[src/design/htbp_pkg.sv]
// htbp_pkg: shared constants, codes and small types of the block-probe hash table
// no dependencies; used by every other file of the block but htbp_ram
package htbp_pkg;

   // fixed field widths
   localparam int HASH_WIDTH  = 32;
   localparam int SLOTS       = 8;
   localparam int SLOT_W      = 3;
   localparam int STATUS_W    = 8;
   localparam logic [STATUS_W-1:0] EMPTY_MARK = 8'h80;

   // defaults of the top level parameters
   localparam int LOG_BLOCKS_MAX_DEF = 10;
   localparam int GROUP_ID_WIDTH_DEF = 25;
   localparam int HASH_BITS_DEF      = 32;

   // configuration port
   localparam int CSR_INDEX_W = 2;
   localparam int CSR_DATA_W  = 4;
   localparam logic [CSR_INDEX_W-1:0] CSR_LOG_BLOCKS = 2'd0;
   localparam logic [CSR_INDEX_W-1:0] CSR_STAMP_BITS = 2'd1;
   localparam int LOG_BLOCKS_CFG_W = 4;
   localparam int STAMP_BITS_CFG_W = 3;
   localparam logic [LOG_BLOCKS_CFG_W-1:0] LOG_BLOCKS_RESET = 4'd0;
   localparam logic [STAMP_BITS_CFG_W-1:0] STAMP_BITS_RESET = 3'd7;

   // buffering between and behind the two halves
   localparam int QUEUE_DEPTH = 4;
   localparam int OFIFO_DEPTH = 4;

   typedef enum logic {
      OP_LOOKUP = 1'b0,
      OP_WRITE  = 1'b1
   } op_type;

   typedef struct packed {
      logic empty;
      logic full;
   } qstat_type;

   // a block index needs at least one bit even with a single block
   function automatic int block_width(input int log_blocks_max);
      return (log_blocks_max > 0) ? log_blocks_max : 1;
   endfunction

   // op, row, slot, key byte, group, batch end
   function automatic int entry_width(input int bw, input int gw);
      return 1 + bw + SLOT_W + STATUS_W + gw + 1;
   endfunction

endpackage

[src/design/htbp_ifs.sv]
// htbp channel interfaces: request, response and register write channels
// depends on htbp_pkg
interface htbp_req_if #(
   parameter int LOG_BLOCKS_MAX = htbp_pkg::LOG_BLOCKS_MAX_DEF,
   parameter int GROUP_ID_WIDTH = htbp_pkg::GROUP_ID_WIDTH_DEF
);
   localparam int BLOCK_W = htbp_pkg::block_width(LOG_BLOCKS_MAX);

   logic                              valid;
   logic                              ready;
   logic                              cmd;
   logic [htbp_pkg::HASH_WIDTH-1:0]   hash;
   logic [BLOCK_W-1:0]                block_index;
   logic [htbp_pkg::SLOT_W-1:0]       slot_index;
   logic [htbp_pkg::STATUS_W-1:0]     slot_status;
   logic [GROUP_ID_WIDTH-1:0]         group_value;
   logic                              last_in_batch;

   modport source (output valid, cmd, hash, block_index, slot_index, slot_status,
                   group_value, last_in_batch, input ready);
   modport sink   (input valid, cmd, hash, block_index, slot_index, slot_status,
                   group_value, last_in_batch, output ready);
endinterface


interface htbp_csr_if;
   logic                               valid;
   logic                               ready;
   logic [htbp_pkg::CSR_INDEX_W-1:0]   index;
   logic [htbp_pkg::CSR_DATA_W-1:0]    data;

   modport source (output valid, index, data, input ready);
   modport sink   (input valid, index, data, output ready);
endinterface

[src/design/htbp_front.sv]
// htbp_front: register file, request accept and decode of hash into block and stamp
// depends on htbp_pkg and htbp_ifs
module htbp_front #(
   parameter int LOG_BLOCKS_MAX = htbp_pkg::LOG_BLOCKS_MAX_DEF,
   parameter int GROUP_ID_WIDTH = htbp_pkg::GROUP_ID_WIDTH_DEF,
   parameter int HASH_BITS      = htbp_pkg::HASH_BITS_DEF
) (
   input  logic                clock,
   input  logic                reset,
   htbp_req_if.sink            req_bus,
   htbp_csr_if.sink            csr_bus,
   input  htbp_pkg::qstat_type q_stat,
   input  logic                clr_busy,
   output logic                push,
   output logic [htbp_pkg::entry_width(htbp_pkg::block_width(LOG_BLOCKS_MAX),
                                        GROUP_ID_WIDTH)-1:0] push_data
);
   localparam int BLOCK_W = htbp_pkg::block_width(LOG_BLOCKS_MAX);
   localparam logic [htbp_pkg::HASH_WIDTH-1:0] HASH_MASK =
      htbp_pkg::HASH_WIDTH'((64'd1 << HASH_BITS) - 64'd1);

   typedef struct packed {
      htbp_pkg::op_type                op;
      logic [BLOCK_W-1:0]              row;
      logic [htbp_pkg::SLOT_W-1:0]     slot;
      logic [htbp_pkg::STATUS_W-1:0]   key;
      logic [GROUP_ID_WIDTH-1:0]       grp;
      logic                            last;
   } entry_type;

   logic [htbp_pkg::LOG_BLOCKS_CFG_W-1:0] log_blocks_ff, log_blocks_in;
   logic [htbp_pkg::STAMP_BITS_CFG_W-1:0] stamp_bits_ff, stamp_bits_in;

   logic [4:0]                       lb;
   logic [5:0]                       used;
   logic [5:0]                       shift;
   logic [htbp_pkg::HASH_WIDTH-1:0]  hv;
   logic [htbp_pkg::HASH_WIDTH-1:0]  blk_all;
   logic [htbp_pkg::HASH_WIDTH-1:0]  blk_mask;
   logic [htbp_pkg::STATUS_W-1:0]    stamp_mask;
   entry_type                        entry;

   // register writes
   assign csr_bus.ready = 1'b1;

   always_comb begin
      log_blocks_in = log_blocks_ff;
      stamp_bits_in = stamp_bits_ff;
      if (csr_bus.valid) begin
         case (csr_bus.index)
            htbp_pkg::CSR_LOG_BLOCKS: begin
               log_blocks_in = csr_bus.data;
            end
            htbp_pkg::CSR_STAMP_BITS: begin
               stamp_bits_in = csr_bus.data[htbp_pkg::STAMP_BITS_CFG_W-1:0];
            end
            default: begin
            end
         endcase
      end
   end

   always_ff @(posedge clock) begin
      if (reset) begin
         log_blocks_ff <= htbp_pkg::LOG_BLOCKS_RESET;
         stamp_bits_ff <= htbp_pkg::STAMP_BITS_RESET;
      end else begin
         log_blocks_ff <= log_blocks_in;
         stamp_bits_ff <= stamp_bits_in;
      end
   end

   // hash split: block above stamp, both taken from the top of the used bits
   always_comb begin
      lb = ({1'b0, log_blocks_ff} > 5'(LOG_BLOCKS_MAX)) ? 5'(LOG_BLOCKS_MAX)
                                                         : {1'b0, log_blocks_ff};
      used       = {1'b0, lb} + {3'b000, stamp_bits_ff};
      shift      = (used > 6'(HASH_BITS)) ? 6'd0 : 6'(HASH_BITS) - used;
      hv         = (req_bus.hash & HASH_MASK) >> shift;
      stamp_mask = htbp_pkg::STATUS_W'((9'd1 << stamp_bits_ff) - 9'd1);
      blk_all    = hv >> stamp_bits_ff;
      blk_mask   = htbp_pkg::HASH_WIDTH'((33'd1 << lb) - 33'd1);

      if (req_bus.cmd) begin
         entry.op   = htbp_pkg::OP_WRITE;
         entry.row  = req_bus.block_index;
         entry.slot = req_bus.slot_index;
         entry.key  = req_bus.slot_status;
         entry.grp  = req_bus.group_value;
      end else begin
         entry.op   = htbp_pkg::OP_LOOKUP;
         entry.row  = BLOCK_W'(blk_all & blk_mask);
         entry.slot = '0;
         entry.key  = hv[htbp_pkg::STATUS_W-1:0] & stamp_mask;
         entry.grp  = '0;
      end
      entry.last = req_bus.last_in_batch;
   end

   assign req_bus.ready = !q_stat.full && !clr_busy;
   assign push          = req_bus.valid && req_bus.ready;
   assign push_data     = entry;
endmodule

[src/flat_wrapper.sv]
// flat-port wrapper written by rule: the top's interface ports become plain ports
module htbp_front_flat 
#(
   parameter int LOG_BLOCKS_MAX = htbp_pkg::LOG_BLOCKS_MAX_DEF,
   parameter int GROUP_ID_WIDTH = htbp_pkg::GROUP_ID_WIDTH_DEF,
   parameter int HASH_BITS      = htbp_pkg::HASH_BITS_DEF
)
  (clock, reset, q_stat, clr_busy, push, push_data, req_bus_valid, req_bus_cmd, req_bus_hash, req_bus_block_index, req_bus_slot_index, req_bus_slot_status, req_bus_group_value, req_bus_last_in_batch, req_bus_ready, csr_bus_valid, csr_bus_index, csr_bus_data, csr_bus_ready);
  htbp_req_if #(.LOG_BLOCKS_MAX(LOG_BLOCKS_MAX), .GROUP_ID_WIDTH(GROUP_ID_WIDTH)) req_bus_i ();
  htbp_csr_if csr_bus_i ();
  input  logic clock;
  input  logic reset;
  input  htbp_pkg::qstat_type q_stat;
  input  logic clr_busy;
  output logic push;
  output logic [htbp_pkg::entry_width(htbp_pkg::block_width(LOG_BLOCKS_MAX),
                                        GROUP_ID_WIDTH)-1:0] push_data;
  input wire logic [$bits(req_bus_i.valid)-1:0] req_bus_valid;
  input wire logic [$bits(req_bus_i.cmd)-1:0] req_bus_cmd;
  input wire logic [$bits(req_bus_i.hash)-1:0] req_bus_hash;
  input wire logic [$bits(req_bus_i.block_index)-1:0] req_bus_block_index;
  input wire logic [$bits(req_bus_i.slot_index)-1:0] req_bus_slot_index;
  input wire logic [$bits(req_bus_i.slot_status)-1:0] req_bus_slot_status;
  input wire logic [$bits(req_bus_i.group_value)-1:0] req_bus_group_value;
  input wire logic [$bits(req_bus_i.last_in_batch)-1:0] req_bus_last_in_batch;
  output wire logic [$bits(req_bus_i.ready)-1:0] req_bus_ready;
  input wire logic [$bits(csr_bus_i.valid)-1:0] csr_bus_valid;
  input wire logic [$bits(csr_bus_i.index)-1:0] csr_bus_index;
  input wire logic [$bits(csr_bus_i.data)-1:0] csr_bus_data;
  output wire logic [$bits(csr_bus_i.ready)-1:0] csr_bus_ready;
  assign req_bus_i.valid = req_bus_valid;
  assign req_bus_i.cmd = req_bus_cmd;
  assign req_bus_i.hash = req_bus_hash;
  assign req_bus_i.block_index = req_bus_block_index;
  assign req_bus_i.slot_index = req_bus_slot_index;
  assign req_bus_i.slot_status = req_bus_slot_status;
  assign req_bus_i.group_value = req_bus_group_value;
  assign req_bus_i.last_in_batch = req_bus_last_in_batch;
  assign req_bus_ready = req_bus_i.ready;
  assign csr_bus_i.valid = csr_bus_valid;
  assign csr_bus_i.index = csr_bus_index;
  assign csr_bus_i.data = csr_bus_data;
  assign csr_bus_ready = csr_bus_i.ready;
  htbp_front #(.LOG_BLOCKS_MAX(LOG_BLOCKS_MAX), .GROUP_ID_WIDTH(GROUP_ID_WIDTH), .HASH_BITS(HASH_BITS)) u_core (.clock(clock), .reset(reset), .req_bus(req_bus_i), .csr_bus(csr_bus_i), .q_stat(q_stat), .clr_busy(clr_busy), .push(push), .push_data(push_data));
endmodule
[config.mk]
export PLATFORM = sky130hd
export DESIGN_NAME = htbp_front_flat
export DESIGN_NICKNAME = d
export VERILOG_FILES = /design/src/design/htbp_pkg.sv /design/src/design/htbp_ifs.sv /design/src/design/htbp_front.sv /design/src/flat_wrapper.sv
export SDC_FILE = /design/constraint.sdc
export NUM_CORES = 1
export LEC_CHECK = 0
export BUFFER_PORTS_ARGS = -buffer_cell sky130_fd_sc_hd__buf_4
export CORE_AREA = 2 2 109 111
export CTS_CLUSTER_DIAMETER = 100
export DETAILED_ROUTE_END_ITERATION = 10
export DIE_AREA = 0 0 111 113
export PLACE_DENSITY = 0.6
export SYNTH_ARGS = -nofsm -noshare
export SYNTH_HDL_FRONTEND = slang
export SYNTH_SLANG_ARGS = --single-unit
[constraint.sdc]
create_clock -name clock -period 8.5 [get_ports clock]
set_clock_uncertainty 0.05 [all_clocks]
set_input_delay 0.85 -clock clock [delete_from_list [all_inputs] [get_ports clock]]
set_output_delay 0.85 -clock clock [all_outputs]
set_load 0.005 [all_outputs]
== Word level (Yosys, flattened, before mapping) ==
Index checks and enable logic that the tools add are counted.
Operators by class
  $add $sub $neg: 4
  magnitude comparators: 2
  eq/ne operators: 1
  shifts and indexed selects: 4
  multiplexer cells: 3
  bitwise gates (word level): 2
  reduce and logical (&&, ||, !) cells: 7
Operators by type and width (number)
  47-bit two-way mux: 1
  32-bit by 3-bit >> shifter with 10-bit output: 1
  32-bit by 6-bit >> shifter with 32-bit output: 1
  10-bit AND: 1
  1-bit by 5-bit << shifter with 10-bit output, first input constant: 1
  10-bit by 1-bit subtractor with 10-bit output, second input constant: 1
  8-bit AND: 1
  1-bit by 3-bit << shifter with 8-bit output, first input constant: 1
  8-bit by 1-bit subtractor with 8-bit output, second input constant: 1
  5-bit by 3-bit adder with 6-bit output: 1
  6-bit greater-than comparator, second input constant: 1
  6-bit two-way mux: 1
  6-bit subtractor, first input constant: 1
  4-bit greater-than comparator, second input constant: 1
  4-bit two-way mux: 1
  2-bit AND reduction: 2
  2-bit by 1-bit equality test with 1-bit output, second input constant: 1
  1-bit logical AND: 2
  1-bit logical NOT: 2
  2-bit logical NOT: 1
Storage, ports and cells
  bits in registers: 7
  input bits: 93
  word-level logic and storage cells: 25

== Longest topological paths before layout ==
  depth in word-level cells: 9
  gate-level depth with buffers: 20
  mapped depth without buffers: 16

== Worst setup path after synthesis ==
No wires, ideal clock.
  path kind: register to output
  start point: register u_core.log_blocks_ff[3] (netlist name)
  end point: output push_data[43] (netlist name)
  arrival time: 4111 ps
  required time: 7600 ps
  path slack: 3489 ps
  cell stages (with the launch flop): 21
  path buffers: 5
  cell sequence: dfxtp_1 buf_2 clkbuf_1 nor2b_1 nor2_1 ha_1 inv_1 fa_1 ha_1 buf_2 buf_4 buf_2 nand3b_1 o21ai_0 nand2_1 a211oi_1 o21ai_1 o31a_1 mux2_2 mux4_2 o21ai_1
RTL lines
  start, declared: RTL line htbp_front.sv:31  | logic [htbp_pkg::LOG_BLOCKS_CFG_W-1:0] log_blocks_ff, log_blocks_in;
  start signal, assigned: RTL line htbp_front.sv:65  | log_blocks_ff <= htbp_pkg::LOG_BLOCKS_RESET;
  start signal, assigned: RTL line htbp_front.sv:68  | log_blocks_ff <= log_blocks_in;
  end, declared: RTL line flat_wrapper.sv:17  | GROUP_ID_WIDTH)-1:0] push_data;

==> impl_metrics.tcl <==
set metrics [dict create \
    finalWorstSetupSlack_ns 1.82 \
    place_ws_ns 2.06 \
    path_cells "inv_1 > fa_1 > ha_1 > or2_1 > a21boi_1 > o21ai_1 > nand2_1 > a311o_1 > o21a_1 > mux4_2 > nor2b_1 > o311ai_2 > buf_4" \
    synth.distinct_cells 76 \
    die_area_sq_mm 0.0125 \
    ys_async_sr_fraction_pct 0 \
    fin_tns_setup_ns 0 \
    synthFlopType "dfxtp_1" \
    grt_pass1_wl_mm 18.4 \
    syn_avg_cell_area_sq_um 7.58 \
    clkTransAtPathRegs_ns 0.03 \
    drv_slew 0 \
    grt_antenna_before_repair 0 \
    syn_area_sq_mm 0.00334 \
    top_level_ports 144 \
    irDropWorstVdd_mv 0.0570 \
    crit_arrival_ns 5.78 \
    synth_top_family_by_area "multiplexers" \
    hp-class "reg -> reg" \
    cellPowerDensity_mw_per_mm2 96.4 \
    fin_nets 648 \
    fin_crit_ns 6.68 \
    synth_seq_area_share_pct 4.19 \
    cap_violations 0 \
    vias 3834 \
    grt_max_degree 62 \
    ys_ff_latch 7 \
    critPathLaunchType "flip-flop" \
    finalSetupViolCount 0 \
    dr.pass1.iters 4 \
    drt_wl_total_mm 11.4 \
    synth_edf_count 0 \
    final.period_utilization_pct 78.6 \
    synth_compound_area_share_pct 22.5 \
    clk_latency_ns 0.23 \
    fmax_ghz 0.150 \
    cts_tree "done" \
    rsz0062_at_grt "no" \
    grt_overflow 0 \
    maxSlewHeadroom_pct 27.8 \
    coreArea_sq_mm 0.0113 \
    yosys.area_share.simple_pct 28.2 \
    slowest_stage "o21ai_1" \
    post_cts_resized 0 \
    syn_inst 441 \
    p_leak_nw 1.86 \
    post_route_cells_drive_above_1_share_pct 35.9 \
    synthXorXnorAreaFrac_pct 2.58 \
    start_util_pct 29.7 \
    cts-htree-levels 1 \
    gp_congestion 0.874 \
    crit_required_ns 7.60 \
    n_antenna_cell 0 \
    rows 39 \
    synth_mux_area_share_pct 32.5 \
    dp_hpwl_mm 9.01 \
    grt_pass1_vias 3599 \
    drt-initial-drc-count 227 \
    syn-num-nets 540 \
    ant_nets 0 \
    root_buffer "clkbuf_16" \
    syn2layout_area_growth_pct 33.9 \
    slowest_delay_ns 0.78 \
    total_power_uw 432 \
    vias_per_cell 5.55 \
    hold_viol_final 0 \
    tightest_slew_ns 1.08 \
    drc_errors 0 \
    post-cts-setup-buffers 0 \
    wl_per_cell_um 16.5 \
    grt.total_usage_pct 17.3 \
    yosysWarnings 0 \
    critPathCaptureType "primary output" \
    holdBufCountCts 0 \
    ctsLongestPathBuffers 2 \
    synth-adder-area-share_pct 2.47 \
    die_w_um 111 \
    rrSetupSlack_ns 6.49 \
    port_buffers 139 \
    status "completed" \
    critPathKind "reg -> out" \
    cts_buffers 3 \
    die_h_um 113 \
    fillCellCount 1173 \
    crit_path_max_fanout 19 \
    clock_sinks 7 \
]
-- cells by family (layout without fill, tap and decap cells) --
group	count (synthesis)	in the layout
compound gates	102	102
xor+xnor	6	6
fa+ha+maj	6	6
buf+inv	52	159
flops	7	7
mux	80	80
other cells	1	1
simple gates	187	187
-- per-layer routing --
metal	vias up	global-route usage [%]	share of wire, %
met2	128	29.9	49
met5	-	0	0
met1	1834	23.7	45
met4	0	3.25	0.94
li1	1862	-	-
met3	10	1.71	5.0
-- layout make-up --
class | count | area, sq um | area share (%)
clock buffers | 4 | 78.8 | 1.76
well taps | 143 | 179 | 4.00
inverters | 10 | 37.5 | 0.838
flip-flops and latches | 7 | 140 | 3.13
repair buffers | 145 | 1090 | 24.3
multi-input cells | 382 | 2950 | 66.0
-- cells in the mapped netlist, types with 6 or more instances --
cell type,number,area share (%)
nand2_1,62,7.0
mux2i_1,41,12
and2_1,33,6.2
nor2_1,26,2.9
mux4_2,21,14
a21oi_1,20,3.0
clkbuf_1,18,2.0
mux2_2,17,5.7
nor3_1,15,2.2
buf_2,14,2.1
o21ai_0,11,1.6
nand3_1,9,1.3
o31ai_1,9,2.0
buf_4,8,1.8
inv_1,8,0.90
dfxtp_1,7,4.2
nand2b_1,7,1.3
a211oi_1,6,1.3
nand3b_1,6,1.3
-- layout by cell type (no fill, tap or decap), types with 6 or more instances in the layout --
cell type	instances
nor2_1	26
nor3_1	15
inv_1	8
a21oi_1	20
mux2i_1	41
nand3_1	9
and2_1	33
mux2_2	17
nand3b_1	6
nand2b_1	7
buf_4	145
o31ai_1	9
o21ai_0	11
a211oi_1	6
dfxtp_1	7
nand2_1	62
mux4_2	21
-- state kept, by name, indices dropped and copies added (netlist names) --
register              flops
u_core.log_blocks_ff      4
u_core.stamp_bits_ff      3
-- report_power, final --
part	internal [mW]	switching (mW)
sequential	0.0343	0.00582
clock	0.0623	0.0163
combinational	0.153	0.160
total	0.249	0.182
-- worst max-delay path, delay by kind of cell (launching register included) --
| kind | cells | cell delay, ns |
|---|---|---|
| buffers and inverters | 2 | 0.64 |
| AO/OA/AOI/OAI | 5 | 1.74 |
| multiplexers | 1 | 0.52 |
| AND/OR/NAND/NOR | 3 | 0.84 |
| flip-flops | 1 | 0.73 |
| adder cells (fa/ha/maj) | 2 | 1.07 |
-- per-stage QoR --
stage / instances / hold WS, ns / cell area (sq um) / utilization, %
finish: 691 / 0.636 / 4480 / 39.7
CTS: 691 / 0.632 / 4480 / 39.7
detailed placement: 687 / 0.606 / 4400 / 39.0
floorplan: 441 / 0.622 / 3340 / -
global route: 691 / 0.680 / 4480 / 39.7
global placement: 687 / 0.583 / 4400 / 39.0
-- final timing paths --
check                          startpoint                       to  cells after the start
setup / recovery  u_core.stamp_bits_ff[1]            push_data[42]                     13
setup reg to reg  u_core.stamp_bits_ff[0]  u_core.stamp_bits_ff[0]                      4
hold / removal    u_core.log_blocks_ff[1]  u_core.log_blocks_ff[1]                      2
hold reg to reg   u_core.log_blocks_ff[1]  u_core.log_blocks_ff[1]                      2
No activity file was read; power rests on OpenSTA's default activity.
