## src/design/htbp_pkg.sv

```systemverilog
// htbp_pkg: shared constants, codes and small types of the block-probe hash table
// no dependencies; used by every other file of the block but htbp_ram
package htbp_pkg;

   // fixed field widths
   localparam int HASH_WIDTH  = 32;
   localparam int SLOTS       = 8;
   localparam int SLOT_W      = 3;
   localparam int STATUS_W    = 8;
   localparam logic [STATUS_W-1:0] EMPTY_MARK = 8'h80;

   // defaults of the top level parameters
   localparam int LOG_BLOCKS_MAX_DEF = 10;
   localparam int GROUP_ID_WIDTH_DEF = 25;
   localparam int HASH_BITS_DEF      = 32;

   // configuration port
   localparam int CSR_INDEX_W = 2;
   localparam int CSR_DATA_W  = 4;
   localparam logic [CSR_INDEX_W-1:0] CSR_LOG_BLOCKS = 2'd0;
   localparam logic [CSR_INDEX_W-1:0] CSR_STAMP_BITS = 2'd1;
   localparam int LOG_BLOCKS_CFG_W = 4;
   localparam int STAMP_BITS_CFG_W = 3;
   localparam logic [LOG_BLOCKS_CFG_W-1:0] LOG_BLOCKS_RESET = 4'd0;
   localparam logic [STAMP_BITS_CFG_W-1:0] STAMP_BITS_RESET = 3'd7;

   // buffering between and behind the two halves
   localparam int QUEUE_DEPTH = 4;
   localparam int OFIFO_DEPTH = 4;

   typedef enum logic {
      OP_LOOKUP = 1'b0,
      OP_WRITE  = 1'b1
   } op_type;

   typedef struct packed {
      logic empty;
      logic full;
   } qstat_type;

   // a block index needs at least one bit even with a single block
   function automatic int block_width(input int log_blocks_max);
      return (log_blocks_max > 0) ? log_blocks_max : 1;
   endfunction

   // op, row, slot, key byte, group, batch end
   function automatic int entry_width(input int bw, input int gw);
      return 1 + bw + SLOT_W + STATUS_W + gw + 1;
   endfunction

endpackage

```

## src/design/htbp_queue.sv

```systemverilog
// htbp_queue: small fifo of decoded words between front and back
// depends on htbp_pkg for the status struct
module htbp_queue #(
   parameter int WIDTH = 8,
   parameter int DEPTH = htbp_pkg::QUEUE_DEPTH
) (
   input  logic                clock,
   input  logic                reset,
   input  logic                push,
   input  logic [WIDTH-1:0]    push_data,
   input  logic                pop,
   output logic [WIDTH-1:0]    pop_data,
   output htbp_pkg::qstat_type stat
);
   localparam int PW = $clog2(DEPTH);
   localparam int CW = $clog2(DEPTH + 1);

   logic [WIDTH-1:0] mem_ff [DEPTH];
   logic [PW-1:0]    wr_ptr_ff, wr_ptr_in;
   logic [PW-1:0]    rd_ptr_ff, rd_ptr_in;
   logic [CW-1:0]    count_ff, count_in;

   always_comb begin
      wr_ptr_in = wr_ptr_ff;
      rd_ptr_in = rd_ptr_ff;
      count_in  = count_ff;
      if (push) begin
         wr_ptr_in = (wr_ptr_ff == PW'(DEPTH - 1)) ? '0 : wr_ptr_ff + 1'b1;
      end
      if (pop) begin
         rd_ptr_in = (rd_ptr_ff == PW'(DEPTH - 1)) ? '0 : rd_ptr_ff + 1'b1;
      end
      if (push && !pop) begin
         count_in = count_ff + 1'b1;
      end else if (pop && !push) begin
         count_in = count_ff - 1'b1;
      end
   end

   always_ff @(posedge clock) begin
      if (reset) begin
         wr_ptr_ff <= '0;
         rd_ptr_ff <= '0;
         count_ff  <= '0;
      end else begin
         wr_ptr_ff <= wr_ptr_in;
         rd_ptr_ff <= rd_ptr_in;
         count_ff  <= count_in;
      end
   end

   always_ff @(posedge clock) begin
      if (push) begin
         mem_ff[wr_ptr_ff] <= push_data;
      end
   end

   assign pop_data   = mem_ff[rd_ptr_ff];
   assign stat.empty = (count_ff == '0);
   assign stat.full  = (count_ff == CW'(DEPTH));
endmodule

```

## config.mk

```make
export PLATFORM = sky130hd
export DESIGN_NAME = htbp_queue
export DESIGN_NICKNAME = d
export VERILOG_FILES = /design/src/design/htbp_pkg.sv /design/src/design/htbp_queue.sv
export SDC_FILE = /design/constraint.sdc
export NUM_CORES = 1
export LEC_CHECK = 0
export BUFFER_PORTS_ARGS = -buffer_cell sky130_fd_sc_hd__buf_2
export CAP_MARGIN = 20
export CELL_PAD_IN_SITES_DETAIL_PLACEMENT = 0
export CELL_PAD_IN_SITES_GLOBAL_PLACEMENT = 1
export CORE_ASPECT_RATIO = 1.25
export CORE_MARGIN = 2
export CORE_UTILIZATION = 40
export DETAILED_ROUTE_END_ITERATION = 10
export HOLD_SLACK_MARGIN = 0.03
export PLACE_DENSITY = 0.66
export SLEW_MARGIN = 5
export SYNTH_ARGS = -nofsm -noshare
export SYNTH_HDL_FRONTEND = slang
export SYNTH_SLANG_ARGS = --single-unit
```

## constraint.sdc

```tcl
create_clock -name clock -period 2.35 [get_ports clock]
set_input_delay 0.1175 -clock clock [delete_from_list [all_inputs] [get_ports clock]]
set_output_delay 0.1175 -clock clock [all_outputs]
set_load 0.01 [all_outputs]
```

== Word-level counts from Yosys, hierarchy flattened ==
Memories as Yosys holds them, arrays and structs flattened. A register that Yosys moved wholly into a read port is not among the register bits.
Cells that the tools add are included.
Cells by class
  add/subtract/negate cells: 4
  eq/ne operators: 3
  mux-type cells: 8
  reductions and logical operators: 6
Operators with widths (count)
  2-to-1 mux 2 bit: 4
  2-to-1 mux 3 bit: 2
  adder 2 x 1 -> 2 bit, second input constant: 2
  == test 2 bit, second input constant: 2
  adder 3 x 1 -> 3 bit, second input constant: 1
  == test 3 bit, second input constant: 1
  zero test 3 bit: 1
  subtractor 3 x 1 -> 3 bit, second input constant: 1
  logical AND 1 bit: 2
  zero test 1 bit: 2
  2-to-1 mux 1 bit: 2
  nonzero test 2 bit: 1
Word-level totals
  register bits after elaboration: 7
  RAM bits: 32
  input port bits: 12
  output and inout bits: 10
  word-level logic and storage cells: 25
  memories kept: 1
Memory list
  mem_ff: words 4, width 8, read ports 1, clocked after memory_dff 1, write ports 1, RTL line htbp_queue.sv:18  | logic [WIDTH-1:0] mem_ff [DEPTH];

== Longest topological paths before layout ==
Gate-level depths: netlist (run 1).
  depth after elaboration: 4
  mapped depth: 7
  mapped depth without buffers: 7

== Worst setup path before layout (run 1) ==
No wires, ideal clock.
  kind: flip-flop to flip-flop
  from: register count_ff[0]
  to: register count_ff[2]
  library setup time: 0.070 ns
  arrival: 1.322 ns
  required time: 2.280 ns
  setup slack: 0.959 ns
  stages on the path, launching flop included: 5
  path buffers: 0
  period minus slack after synthesis: 1.391 ns
  path through: dfxtp_1 > fa_1 > xor2_1 > or3_1 > a21oi_1
Between the ends
  word-level cells in the longest chain between the ends: 3
  elaborated cells on any way between the ends: 4
  classes of those cells: add/sub (2); mux (2)
Ends and longest elaborated chain
  from (decl): RTL line htbp_queue.sv:21  | logic [CW-1:0] count_ff, count_in;
  from (signal assigned): RTL line htbp_queue.sv:48  | count_ff <= count_in;
  subtractor 3 x 1 -> 3 bit: RTL line htbp_queue.sv:36  | count_in = count_ff - 1'b1;
  2-to-1 mux 3 bit: RTL line htbp_queue.sv:35  | end else if (pop && !push) begin
  2-to-1 mux 3 bit (*): RTL line htbp_queue.sv:33  | if (push && !pop) begin
Mark *: on every way between the ends. The rest lies on a longest branch, timed or not. The select of a mux whose other input is x is not followed.
A chain may end at the register's enable or synchronous reset.

==> results of run 1 <==
[through the flow]
| step | utilization [%] | hold slack [ps] | setup WS [ps] |
|---|---|---|---|
| 4_1_cts | 48.4 | 32.8 | 455 |
| 3_5_place_dp | 46.0 | 336 | 745 |
| 6_report | 48.7 | 43.5 | 522 |
| 2_1_floorplan | - | 187 | 959 |
| 5_1_grt | 48.7 | 37.1 | 402 |
| 3_3_place_gp | 46.0 | 328 | 784 |
[worst min-delay path by stage]
| stage | slack [ps] | cells past startpoint | end |
|---|---|---|---|
| detailed placement | 340 | 1 | mem_ff[2][6]$_DFFE_PP_ |
| global route | 40 | 1 | mem_ff[1][1]$_DFFE_PP_ |
| global placement | 330 | 1 | mem_ff[0][7]$_DFFE_PP_ |
| CTS | 30 | 1 | mem_ff[1][1]$_DFFE_PP_ |
| finish | 40 | 1 | mem_ff[1][1]$_DFFE_PP_ |
| floorplan | 190 | 1 | count_ff[2]$_SDFFE_PP0P_ |
[routing by layer]
| layer | GRT usage (%) | wire length, microns | up-vias |
|---|---|---|---|
| li1 | - | - | 379 |
| met1 | 14.3 | 1020 | 403 |
| met2 | 22.6 | 1330 | 21 |
| met3 | 5.33 | 113 | 7 |
| met4 | 6.52 | 59 | 0 |
| met5 | 0 | 0 | - |
[timing repair]
| action | 4_1_cts | 5_1_grt |
|---|---|---|
| endpoints found under the hold margin | 4 | 4 |
| hold buffers | 1 | 1 |
| buffers inserted | 0 | 0 |
[state kept, by name (all words and copies together) (netlist names), named ones only]
register	flops
wr_ptr_ff	2
count_ff	3
rd_ptr_ff	2
mem_ff	32
[cells by family (layout without fill, tap and decap cells)]
group,Yosys count,count (layout),share of synthesized area (%)
flip-flops,41,41,71.4
AND/OR/NAND/NOR,15,15,4.85
multiplexers,12,12,13.8
adder cells (fa/ha/maj),7,7,5.95
buffers and inverters,6,35,1.96
AO/OA/AOI/OAI,3,3,0.939
XOR/XNOR,2,2,1.10
[area by class of cell]
class	count	area, sq um	share of cell area, %
Sequential cell	41	1140	61.5
Multi-Input combinational cell	39	425	22.9
Timing Repair Buffer	23	125	6.74
Clock buffer	6	72.6	3.91
Tap cell	54	67.6	3.64
Inverter	4	15.0	0.809
Clock inverter	2	10.0	0.539
[where the power goes]
group | switching [mW] | leakage, nW | internal (mW)
registers | 0.0308 | 0.368 | 0.825
logic | 0.0798 | 0.274 | 0.0833
clock network | 0.226 | 0.0450 | 0.206
[worst reg2reg max path, stage by stage (launching register included)]
cell and delay, ps:
sky130_fd_sc_hd__dfxtp_1 360, sky130_fd_sc_hd__fa_1 440, sky130_fd_sc_hd__xor2_1 160, sky130_fd_sc_hd__or3_1 320
sky130_fd_sc_hd__a21oi_1 140
[layout by cell type (no fill, tap or decap), types with 4 or more instances in the layout]
cell                       synthesis  final
sky130_fd_sc_hd__edfxtp_1         32     32
sky130_fd_sc_hd__buf_2             0     21
sky130_fd_sc_hd__dfxtp_1           9      9
sky130_fd_sc_hd__mux4_2            8      8
sky130_fd_sc_hd__nor2_1            7      7
sky130_fd_sc_hd__ha_1              6      6
sky130_fd_sc_hd__clkbuf_8          0      5
sky130_fd_sc_hd__inv_1             4      4
sky130_fd_sc_hd__and2_1            4      4
sky130_fd_sc_hd__mux2i_1           4      4
==> insert_results.sql, run 1 <==
INSERT INTO impl_metrics (metric_group, metric, value, unit) VALUES
('run_status', 'status', 'completed', ''),
('critical_path', 'critPathRequiredTime', '2230', 'ps'),
('cells_and_area', 'design.final.nets', '133', ''),
('power', 'p_total', '1.45', 'mW'),
('critical_path', 'max_stage_delay', '690', 'ps'),
('hold_path', 'worst_hold_startpoint', 'push_data[1]', ''),
('critical_path', 'cell_type_group_with_the_largest_total_delay_on_the_critical_path', 'flip-flops', ''),
('place', 'io_buffers', '21', ''),
('critical_path', 'critical_path_arrival', '1710', 'ps'),
('floorplanning', 'die_x', '60.5', 'microns'),
('floorplanning', 'die-height', '74.7', 'microns'),
('global_route', 'number_of_global_route_vias_before_repair', '850', ''),
('power', 'cellPowerDensity', '781', 'mW/mm^2'),
('clocking', 'post_cts_gate_resize_count', '0', ''),
('critical_path', 'r2r_end', 'count_ff[2]$_SDFFE_PP0P_', ''),
('timing', 'final.min_clock_period', '1830', 'ps'),
('floorplanning', 'row_count', '25', ''),
('clocking', 'tritoncts', 'built', ''),
('critical_path', 'timing.critical_path.to_type', 'primary output', ''),
('synth', 'yosys.area.top_type_share', '60.1', '%'),
('synth', 'postSynthRegisterBits', '41', ''),
('critical_path', 'slowest_cell_on_crit_path', 'sky130_fd_sc_hd__dfxtp_1', ''),
('routing', 'remaining_drc_errors', '0', ''),
('critical_path', 'rr_startpoint', 'count_ff[0]$_SDFFE_PP0P_', ''),
('synth', 'synth_top_cells_by_area', 'sky130_fd_sc_hd__edfxtp_1 (60%), sky130_fd_sc_hd__dfxtp_1 (11%), sky130_fd_sc_hd__mux4_2 (11%)', ''),
('critical_path', 'worstPathBufferInverterCount', '1', ''),
('hold_path', 'holdCritPathClass', 'in2reg', ''),
('clocking', 'h_tree_levels', '2', ''),
('routing', 'drt_first_iter_violations', '32', ''),
('global_route', 'track_usage', '13.3', '%'),
('routing', 'antenna_left', '0', ''),
('critical_path', 'r2r_slack', '880', 'ps'),
('global_route', 'grt_antenna_before_repair', '0', ''),
('place', 'place.detailed.instances', '159', ''),
('floorplanning', 'fp.coreArea', '0.00382', 'sq mm'),
('timing', 'fraction_of_the_cycle_the_final_worst_path_needs', '77.8', '%'),
('critical_path', 'number_of_gates_on_the_worst_path_with_buffers_counted', '2', ''),
('cells_and_area', 'post_route_cells_drive_above_1_share', '31.3', '%'),
('clocking', 'clock-root-buffer', 'sky130_fd_sc_hd__clkbuf_8', ''),
('place', 'gp_congestion', '0.649', ''),
('timing', 'final_max_slew_viol_count', '0', ''),
('clocking', 'clock_sinks', '41', ''),
('timing', 'finalSetupViolations', '0', ''),
('timing', 'max_clock_freq', '0.547', 'GHz'),
('timing', 'worst_pin_slew', '571', 'ps'),
('cells_and_area', 'area_growth_syn_to_layout', '16.2', '%'),
('routing', 'vias', '810', ''),
('critical_path', 'worst_path_cell_trace', 'mux4_2, buf_2', ''),
('synth', 'synth_top_flop_cell', 'sky130_fd_sc_hd__edfxtp_1', ''),
('clocking', 'cts_buffer_depth', '2', ''),
('timing', 'setup_tns', '0', 'ps'),
('critical_path', 'reg2regPathDepth', '4', ''),
('critical_path', 'critical_path_peak_fanout', '8', ''),
('floorplanning', 'io_pins', '22', ''),
('clocking', 'cts.reportedPaths.clkPinSlew', '70', 'ps'),
('synth', 'syn_inst', '86', ''),
('clocking', 'cts_made_buffers', '5', ''),
('cells_and_area', 'antenna_cells', '0', ''),
('synth', 'yosysMostFrequentCell', 'sky130_fd_sc_hd__edfxtp_1', ''),
('routing', 'drt_wl_total', '2520', 'microns'),
('floorplanning', 'die_area', '0.00452', 'sq mm'),
('critical_path', 'timing.setup.critical_path_class', 'reg2out', ''),
('global_route', 'grt_overflow', '0', ''),
('floorplanning', 'initial_core_utilization', '41.9', '%'),
('power', 'leakagePower', '0.687', 'nW'),
('global_route', 'grt_max_degree', '13', ''),
('synth', 'synth_largest_area_cell', 'sky130_fd_sc_hd__edfxtp_1', ''),
('timing', 'slew-limit-headroom', '61.9', '%'),
('synth', 'synth-edff-count', '32', ''),
('routing', 'viasPerCell', '4.79', ''),
('place', 'placed_area', '0.00175', 'sq mm');
Note: power is estimated with default switching activity, not from simulation.
==> run 2: changes to the inputs <==
==> constraint.sdc (replaced) <==
create_clock -name clock -period 1.7 [get_ports clock]
set_input_delay 0.085 -clock clock [delete_from_list [all_inputs] [get_ports clock]]
set_output_delay 0.085 -clock clock [all_outputs]
set_load 0.01 [all_outputs]
==> run 2 against run 1 <==
Global-route usage down 0.10 points. Clock skew is 3.9 ps higher. Utilization is 2.4 points higher. Non-clock buffer count rose by 7. Design area grew 5.0%. Via count is 1.1% higher. Routed wire length down 0.20%.
==> insert_results.sql, run 2 (same netlist as run 1, synthesis figures left out) <==
INSERT INTO impl_metrics (metric_group, metric, value, unit) VALUES
('global_route', 'gr-usage-met2', '22.6', '%'),
('timing', 'fraction_of_the_cycle_the_final_worst_path_needs', '93.0', '%'),
('job', 'max_cap_viol_count', '0', ''),
('run_status', 'status', 'completed', ''),
('clocking', 'cts.reportedPaths.clkPinSlew', '80', 'ps'),
('cells_and_area', 'top_register', 'mem_ff', ''),
('power', 'cell_internal_pwr', '1.70', 'mW'),
('floorplanning', 'initial_core_utilization', '41.9', '%'),
('power', 'share_comb_of_total_power', '11.1', '%'),
('cells_and_area', 'biggestRegsByFlops', 'mem_ff x32, count_ff x3', ''),
('global_route', 'grt_first_pass_wirelength', '4040', 'microns'),
('cells_and_area', 'design.final.nets', '140', ''),
('place', 'placed_area', '0.00176', 'sq mm'),
('global_route', 'globalRouteMet1Util', '14.1', '%'),
('floorplanning', 'die-height', '74.7', 'microns'),
('cells_and_area', 'number_of_flip_flops_in_the_largest_register', '32', ''),
('timing', 'finalSetupViolations', '0', ''),
('routing', 'viasPerCell', '4.65', ''),
('timing', 'hold-worst-slack', '51.1', 'ps'),
('clocking', 'tritoncts', 'built', ''),
('cells_and_area', 'nFillCells', '348', ''),
('timing', 'finalWorstSetupSlack', '119', 'ps'),
('clocking', 'clock-root-buffer', 'sky130_fd_sc_hd__clkbuf_8', ''),
('hold_path', 'holdCritPathClass', 'in2reg', ''),
('global_route', 'grt_overflow', '0', ''),
('timing', 'fin_worst_skew', '6.39', 'ps'),
('power', 'total_switching_power', '484', 'uW'),
('timing', 'grt_setup_unrepaired', 'no', ''),
('power', 'leakagePower', '0.727', 'nW'),
('place', 'dp_hpwl', '1660', 'microns'),
('global_route', 'grt_max_degree', '14', ''),
('clocking', 'cts_buffer_depth', '2', ''),
('routing', 'routedWlPerCell', '14.3', 'microns'),
('power', 'p_total', '2.18', 'mW'),
('global_route', 'grt_antenna_before_repair', '0', ''),
('timing', 'report.final.hold_viol_count', '0', ''),
('power', 'p_seq_share', '53.7', '%'),
('place', 'gp_congestion', '0.655', ''),
('clocking', 'clock_sinks', '41', ''),
('cells_and_area', 'layout.core_utilization', '51.1', '%'),
('timing', 'max_clock_freq', '0.632', 'GHz'),
('routing', 'remaining_drc_errors', '0', ''),
('routing', 'first_pass_iters', '2', ''),
('floorplanning', 'die_area', '0.00452', 'sq mm'),
('critical_path', 'r2r_end', 'count_ff[2]$_SDFFE_PP0P_', ''),
('critical_path', 'critPathRequiredTime', '1620', 'ps'),
('global_route', 'track_usage', '13.2', '%'),
('cells_and_area', 'antenna_cells', '0', ''),
('global_route', 'top_usage_layer', 'met2', ''),
('routing', 'vias', '819', ''),
('place', 'dpl_worst_slack', '128', 'ps'),
('clocking', 'h_tree_levels', '2', ''),
('critical_path', 'timing.critical_path.to', 'pop_data[6]', ''),
('power', 'worst_ir_drop_vdd', '0.483', 'mV'),
('power', 'cellPowerDensity', '1120', 'mW/mm^2'),
('cells_and_area', 'commonest_non_fill_non_tap_cell_in_the_layout', 'sky130_fd_sc_hd__edfxtp_1', ''),
('cells_and_area', 'post_route_cells_drive_above_1_share', '30.3', '%'),
('place', 'io_buffers', '21', ''),
('cells_and_area', 'layout.cells.most_common_list', 'sky130_fd_sc_hd__edfxtp_1 (32), sky130_fd_sc_hd__buf_2 (21), sky130_fd_sc_hd__dfxtp_1 (9)', ''),
('power', 'switching_share', '22.1', '%'),
('global_route', 'number_of_global_route_vias_before_repair', '875', ''),
('critical_path', 'timing.setup.critical_path_class', 'reg2out', ''),
('floorplanning', 'io_pins', '22', ''),
('critical_path', 'timing.critical_path.to_type', 'primary output', ''),
('routing', 'drt_first_iter_violations', '20', ''),
('timing', 'final.min_clock_period', '1580', 'ps'),
('cells_and_area', 'final_cells', '176', ''),
('critical_path', 'r2r_slack', '240', 'ps'),
('clocking', 'cts_made_buffers', '5', ''),
('place', 'place.detailed.instances', '160', ''),
('global_route', 'gr-usage-met3', '4.64', '%'),
('power', 'share_clk_of_total_power', '35.2', '%'),
('timing', 'final_max_slew_viol_count', '0', ''),
('timing', 'worst_pin_slew', '456', 'ps'),
('timing', 'slew-limit-headroom', '69.6', '%'),
('critical_path', 'rr_startpoint', 'count_ff[0]$_SDFFE_PP0P_', ''),
('critical_path', 'reg2regPathDepth', '4', ''),
('timing', 'setup_tns', '0', 'ps'),
('routing', 'drt_wl_total', '2510', 'microns'),
('floorplanning', 'die_x', '60.5', 'microns'),
('critical_path', 'critical_path_peak_fanout', '8', ''),
('clocking', 'clk_latency', '300', 'ps'),
('routing', 'antenna_left', '0', ''),
('floorplanning', 'row_count', '25', ''),
('critical_path', 'critical_path_arrival', '1500', 'ps'),
('floorplanning', 'fp.coreArea', '0.00382', 'sq mm'),
('cells_and_area', 'area_growth_syn_to_layout', '22.0', '%'),
('critical_path', 'worstSetupStartpointType', 'register', ''),
('cells_and_area', 'final_design_area_excluding_fillers', '0.00195', 'sq mm');
-- run 2: cell count changes in the layout (fill, tap and decap cells not counted), sizes merged --
cell | before | now
buf | 21 | 22
bufinv | 0 | 1
clkinv | 2 | 1
dlygate4sd3 | 2 | 8
-- run 2: power by group through the flow --
stage | Sequential, mW | Clock [mW] | Combinational [mW]
detailed placement | 1.20 | 0 | 0.233
CTS | 1.17 | 0.783 | 0.249
global placement | 1.20 | 0 | 0.228
finish | 1.17 | 0.768 | 0.242
floorplan | 1.18 | 0 | 0.156
global route | 1.18 | 0.815 | 0.274
-- run 2: cell type report --
class,instances,area [sq um],share of cell area (%)
Clock buffer,6,72.6,3.72
Clock inverter,2,35.0,1.80
Inverter,4,15.0,0.770
Multi-Input combinational cell,39,425,21.8
Sequential cell,41,1140,58.5
Tap cell,54,67.6,3.47
Timing Repair Buffer,30,193,9.88
-- run 2: worst min-delay path by stage --
stage / from / end / slack [ps] / cells past startpoint
floorplan: reset / count_ff[2]$_SDFFE_PP0P_ / 150 / 1
global placement: push_data[7] / mem_ff[1][7]$_DFFE_PP_ / 300 / 1
detailed placement: push_data[1] / mem_ff[2][1]$_DFFE_PP_ / 300 / 1
CTS: reset / wr_ptr_ff[1]$_SDFFE_PP0P_ / 50 / 2
global route: reset / count_ff[2]$_SDFFE_PP0P_ / 70 / 2
finish: reset / count_ff[2]$_SDFFE_PP0P_ / 50 / 2
-- run 2: critical path, cell delays in order (launching register included) --
cell	delay (ps)
sky130_fd_sc_hd__dfxtp_1	310
sky130_fd_sc_hd__buf_4	200
sky130_fd_sc_hd__mux4_2	530
sky130_fd_sc_hd__buf_2	160
-- run 2: repair_timing --
action,in CTS,in global routing
buffers inserted,0,0
hold buffers,8,0
endpoints found under the hold margin,32,0
setup endpoints to repair,0,0
resized for setup,0,0
-- run 2: per-layer routing --
metal | up-vias | wire (microns)
li1 | 394 | -
met1 | 400 | 1050
met2 | 19 | 1290
met3 | 6 | 105
met4 | 0 | 65
met5 | - | 0
